===== src/sv/pset_pkg.sv =====
// ----------------------------------------------------------------------------
// pset_pkg: shared definitions for the scanline edge table unit
// Table sizes, fixed-point widths, command codes, controller states and the
// control/status bundles passed between controller and datapath.
// ----------------------------------------------------------------------------
package pset_pkg;

    // table geometry
    localparam int ROWS   = 1024;
    localparam int COLS   = 1024;
    localparam int ROW_W  = $clog2(ROWS);
    localparam int COL_W  = $clog2(COLS);
    localparam int LEFT_W = $clog2(COLS + 1);

    // width of the coordinate fields on the ports
    localparam int IN_W   = 10;

    // q.16 fixed point for the x walk
    localparam int FRAC_W = 16;
    localparam int X_W    = IN_W + FRAC_W + 2;
    localparam int DIV_W  = IN_W + FRAC_W;
    localparam int DCNT_W = $clog2(DIV_W + 1);

    // commands
    typedef enum logic [1:0] {
        CMD_CLEAR = 2'd0,
        CMD_ADD   = 2'd1,
        CMD_READ  = 2'd2,
        CMD_NONE  = 2'd3
    } cmd_t;

    // controller states
    typedef enum logic [2:0] {
        ST_CLEAR,
        ST_IDLE,
        ST_DIVGO,
        ST_DIV,
        ST_WALK,
        ST_DRAIN,
        ST_READ,
        ST_RESP
    } state_t;

    // controller to datapath
    typedef struct packed {
        logic load;
        logic clr_init;
        logic clr_step;
        logic div_start;
        logic walk_init;
        logic walk_step;
        logic resp;
    } pset_ctl_t;

    // datapath to controller
    typedef struct packed {
        logic clr_last;
        logic div_done;
        logic walk_last;
    } pset_sts_t;

    // integer part of a q.16 x, clamped to the column range
    function automatic logic [COL_W-1:0] stored_x(input logic signed [X_W-1:0] x);
        logic [X_W-FRAC_W-2:0] ip;
        logic [COL_W-1:0]      res;
        ip = x[X_W-2:FRAC_W];
        if (x[X_W-1])
        begin
            res = '0;
        end
        else if (ip > (X_W-FRAC_W-1)'(COLS - 1))
        begin
            res = COL_W'(COLS - 1);
        end
        else
        begin
            res = ip[COL_W-1:0];
        end
        return res;
    endfunction

endpackage


===== src/sv/pset_ctrl.sv =====
// ----------------------------------------------------------------------------
// pset_ctrl: command sequencer
// Decodes each accepted command and steps the datapath through the clear
// sweep, slope divide, row walk or table read.
// ----------------------------------------------------------------------------
module pset_ctrl (
    input  logic                clk,
    input  logic                rst_n,
    input  logic                start,
    input  logic [1:0]          cmd,
    output logic                busy,
    output pset_pkg::pset_ctl_t ctl,
    input  pset_pkg::pset_sts_t sts
);
    import pset_pkg::*;

    state_t state_reg;
    state_t state_next;

    // state register; reset enters the clear sweep
    always_ff @(posedge clk or negedge rst_n)
    begin
        if (!rst_n)
        begin
            state_reg <= ST_CLEAR;
        end
        else
        begin
            state_reg <= state_next;
        end
    end

    // next state and datapath commands
    always_comb
    begin
        state_next = state_reg;
        ctl        = '0;
        unique case (state_reg)
            ST_CLEAR:
            begin
                ctl.clr_step = 1'b1;
                if (sts.clr_last)
                begin
                    state_next = ST_IDLE;
                end
            end
            ST_IDLE:
            begin
                if (start)
                begin
                    ctl.load = 1'b1;
                    unique case (cmd)
                        CMD_CLEAR:
                        begin
                            ctl.clr_init = 1'b1;
                            state_next   = ST_CLEAR;
                        end
                        CMD_ADD:
                        begin
                            state_next = ST_DIVGO;
                        end
                        CMD_READ:
                        begin
                            state_next = ST_READ;
                        end
                        default:
                        begin
                            state_next = ST_IDLE;
                        end
                    endcase
                end
            end
            ST_DIVGO:
            begin
                ctl.div_start = 1'b1;
                state_next    = ST_DIV;
            end
            ST_DIV:
            begin
                if (sts.div_done)
                begin
                    ctl.walk_init = 1'b1;
                    state_next    = ST_WALK;
                end
            end
            ST_WALK:
            begin
                ctl.walk_step = 1'b1;
                if (sts.walk_last)
                begin
                    state_next = ST_DRAIN;
                end
            end
            ST_DRAIN:
            begin
                state_next = ST_IDLE;
            end
            ST_READ:
            begin
                state_next = ST_RESP;
            end
            ST_RESP:
            begin
                ctl.resp   = 1'b1;
                state_next = ST_IDLE;
            end
            default:
            begin
                state_next = ST_IDLE;
            end
        endcase
    end

    assign busy = (state_reg != ST_IDLE);

endmodule


===== config.mk =====
export PLATFORM = sky130hd
export DESIGN_NAME = pset_ctrl
export DESIGN_NICKNAME = d
export VERILOG_FILES = /design/src/sv/pset_pkg.sv /design/src/sv/pset_ctrl.sv
export SDC_FILE = /design/constraint.sdc
export NUM_CORES = 1
export LEC_CHECK = 0
export ABC_AREA = 1
export BUFFER_PORTS_ARGS = -buffer_cell sky130_fd_sc_hd__buf_4
export CAP_MARGIN = 5
export CORE_AREA = 2 2 39 41
export CTS_CLUSTER_DIAMETER = 30
export DETAILED_ROUTE_END_ITERATION = 12
export DIE_AREA = 0 0 41 43
export GPL_ROUTABILITY_DRIVEN = 0
export HOLD_SLACK_MARGIN = 0.1
export SLEW_MARGIN = 30
export SYNTH_ARGS = -nofsm -noshare
export SYNTH_HDL_FRONTEND = slang
export SYNTH_SLANG_ARGS = --single-unit

===== constraint.sdc =====
create_clock -name clk -period 1.9 [get_ports clk]
set_clock_uncertainty 0.2 [all_clocks]
set_input_delay 0.38 -clock clk [delete_from_list [all_inputs] [get_ports clk]]
set_output_delay 0.38 -clock clk [all_outputs]
set_load 0.005 [all_outputs]

# Yosys cells after proc, flatten, opt, wreduce, memory -nomap -nowiden
# Cells that the tools add are included.
# word_totals
ff_bits,3
out_inout_bits,8
wordCells,34
# op_classes
n_eq_ne,14
n_mux,15
reduce_logical,4
# ops
op,count
$pmux 3 s7,1
$eq 3x3->1 const B,4
$mux 3,4
$pmux 3 s3,1
$ne 2x2->1 const B,4
$mux 1,7
$eq 3x2->1 const B,2
$mux 2,2
$reduce_and 4->1,1
$eq 3x1->1 const B,1
$logic_not 3->1,1
$ne 3x1->1 const B,1
$eq 2x1->1 const B,1
$eq 2x2->1 const B,1
$logic_not 2->1,1
$reduce_or 2->1,1

# Logic depth before layout (Yosys ltp)
# depth
depth_word,4
depth_mapped,7
ltp_nobuf,7

# Worst setup path before layout
# Ideal clock, no wire load.
# synth_path
path_kind,flip-flop to output port
start,register state_reg[0]
end,output ctl[5] (netlist name)
t_arrival_ps,818
slack_ps,502
stages_incl_launch_ff,5
n_path_buf,0
path_cell_list,dfrtp_1 inv_1 nor2_4 nand2_1 nor2_1
# synth_lines
element,line_no,text
start: declaration,pset_ctrl.sv:17,state_t state_reg;
start signal: assignment,pset_ctrl.sv:29,state_reg <= state_next;
end: declaration,pset_ctrl.sv:12,"output pset_pkg::pset_ctl_t ctl,"

==> summary.txt <==
STA
  – RSZ-0062 raised after global routing: no
  – Final Hold Vio Count: 0
  – Headroom to the max-slew limit: between 70 and 80%
  – Final setup viols: 0
  – Fin Setup TNS: 0 ns
  – Tcrit/Tclk final: 93.93%
  – FMAX: around 0.56 GHz
  – Worst hold margin: about 0.23 ns
  – Pins over their slew limit: 0
  – Post-layout min period: 1.785 ns
  – Worst-margin pin slew: a little over 0.3 ns

Power and ir drop
  – Pwr dens: around 1200 nW/um^2
  – Worst IR drop on VDD: approximately 0.00049 V
  – Logic pwr share: about 55%
  – Cell Int Power: 317.8 uW
  – Leakage: 0.0002780 uW
  – P_sw: 249.4 uW
  – Clk pwr share: between 10% and 20%
  – Sequential share of power: between 20% and 30%
  – Sw Share: 43.97%

Global route
  – First-pass GRT wire length: around 1100 um
  – GRT Util Overall: ~9.8%
  – Vias in the first global route: slightly above 300
  – Total gr overflow: 0
  – Largest net degree at the start of global routing: 9
  – Initial antenna violation count: 0

Floorplanning
  – Row count: 14
  – Initial Utilization: between 20% and 30%
  – Core ar.: approximately 1400 um^2
  – Die area: 1763 um^2
  – Die Wd: ~41 um
  – Ports: 16
  – Die Ht: between 40 and 50 um

Worst setup path
  – Worst path cell trace: nor2_4, nand2_1, nor2_1, buf_4
  – CP endpoint kind: output pin
  – R2R depth: 6
  – CP max-delay cell: dfrtp_1
  – Critical path depth in cells: 4
  – CP required: 1.32 ns
  – Startpoint types: register
  – Critical Path AT: approximately 1.2 ns
  – Crit-path max cell delay: 0.47 ns
  – Crit path kind: register to output pin
  – Crit-path max FO: 7
  – CP delay by family, top: flip-flops
  – Worst Path Buf+Inv: 1

Routing
  – Drt first pass iters: 5
  – Violation count after the first detailed-route iteration: 4
  – ANT nets after route: 0
  – Drt drc: 0
  – Routed vias: roughly 350
  – Routed WL: 714 um
  – Vias/cell: a little over 4
  – Average wire per standard cell: ~8.4 um

Clock tree
  – Num CTS Buffers: 3
  – Worst skew pair latency: 0.23 ns
  – CTS tree: built
  – CTS clk-pin slew, worst paths: roughly 0.040 ns
  – # clock sinks: 3
  – Maximum clock path buffer count: 2
  – CTS Root Cell: clkbuf_4
  – Max H-tree Level: 1

Run status
  – Status: completed

Yosys
  – Largest area contributor in the synthesized netlist: dfrtp_1
  – Top post-synthesis cells by area: dfrtp_1 24%, nand2_1 16%, ha_1 12%
  – Netlist cell types: 15
  – Synth Warn #: 0
  – Syn nets: 60
  – Synthesized cell area: a little over 300 um^2
  – Yosys top cell area share: 24.29%
  – Synth Register Bits: 3
  – Syn Area/Cell: approximately 6.3 um^2
  – Post-synthesis sequential area ratio: 24.29%
  – Synth Instances: between 40 and 50

Finish
  – Max FFs per register: 3
  – Utilization after layout: 34.63%
  – Layout area overhead: 55.06%
  – Share of post-route cells with drive strength above 1: about 36%
  – Layout Nets: 81
  – Finished Layout Cells: between 80 and 90
  – Number of diodes: 0

Place
  – Dpl hpwl: about 590 um
  – Cells after DPL: 80
  – PortBufs: 15

Min path
  – Hold/Removal Path Class: input pin to register
  – Hold Crit Depth: 4

Flow run
  – Max-Cap Viols: 0
[cell type report]
class / instances / area (um^2)
well taps: 16 / 20.02
multi-input cells: 37 / 200.2
clock buffers: 4 / 26.28
fillers: 158 / 904.6
repair buffers: 16 / 122.6
flip-flops and latches: 3 / 76.32
inverters: 9 / 33.78
[worst min-delay path, cell delays in order]
cell	delay, ns
buf_4	0.07
inv_1	0.04
nand2_2	0.08
nand2_1	0.05
[cell families (layout without fill, tap and decap cells)]
kind of cell	Yosys count	in the layout	synth area share, %
flops	3	3	24.29
fa+ha+maj	3	3	12.15
simple gates	31	31	47.78
compound gates	3	3	4.857
buf+inv	9	29	10.93
[synthesized netlist by cell type]
cell type / instances
dfrtp_1: 3
ha_1: 3
inv_1: 8
inv_2: 1
nand2_1: 13
nand2_2: 2
nand3_1: 2
nand3_2: 1
nand3b_1: 1
nor2_1: 7
nor2_2: 1
nor2_4: 1
nor3_1: 3
o21ai_0: 2
o21ai_1: 1
[layer usage]
layer  share of wire, %  vias to the layer above  global-route usage, %
met5                  0                        -                      0
li1                   -                      188                      -
met1                 48                      147                  12.46
met2                 47                       11                  13.75
met3                4.5                        0                  3.141
met4                  0                        0                  6.000
[final timing paths]
| check | from | slack [ns] | endpoint |
|---|---|---|---|
| min in group asynchronous | rst_n | 0.27 | state_reg[1] |
| worst max register to register | state_reg[0] | 0.56 | state_reg[0] |
| max in group asynchronous | rst_n | 1.12 | state_reg[0] |
| worst min-delay path | sts[1] | 0.23 | state_reg[1] |
| worst max-delay path | state_reg[2] | 0.12 | ctl[6] |
| worst min register to register | state_reg[0] | 0.39 | state_reg[0] |
[through the flow]
stage	worst slack, ns	total power, uW	cell area [um^2]
2_1_floorplan	0.5020	331.0	309.0
3_3_place_gp	0.3483	453.1	441.7
3_5_place_dp	0.3300	460.4	441.7
4_1_cts	0.06595	578.7	478.0
5_1_grt	0.0008867	645.1	479.2
6_report	0.1154	567.3	479.2
[layout by cell type, fill, tap and decap left out]
master / Yosys / layout
clkbuf_4: 0 / 3
dlygate4sd3_1: 0 / 1
nor2_4: 1 / 1
inv_1: 8 / 8
nand2_2: 2 / 2
nand3b_1: 1 / 1
buf_4: 0 / 15
nand3_1: 2 / 2
nand2_1: 13 / 13
ha_1: 3 / 3
inv_2: 1 / 1
nand3_2: 1 / 1
nor3_1: 3 / 3
dfrtp_2: 0 / 1
nor2_1: 7 / 7
clkbuf_1: 0 / 1
dfrtp_1: 3 / 2
o21ai_0: 2 / 2
nor2_2: 1 / 1
o21ai_1: 1 / 1
[repair_timing]
item,4_1_cts,5_1_grt
setup endpoints to repair,0,2
resized for setup,0,1
hold buffers,1,0
hold endpoints to repair,3,0
buffers inserted,0,0
[power groups by stage]
| stage | Combinational (uW) | Sequential (uW) | Clock (uW) |
|---|---|---|---|
| after detailed placement | 315 | 145 | 0 |
| after floorplan | 202 | 129 | 0 |
| final | 312 | 145 | 110 |
| after CTS | 317 | 144 | 117 |
| after global routing | 364 | 155 | 126 |
| after global placement | 311 | 142 | 0 |
No activity file was read; power rests on OpenSTA's default activity.
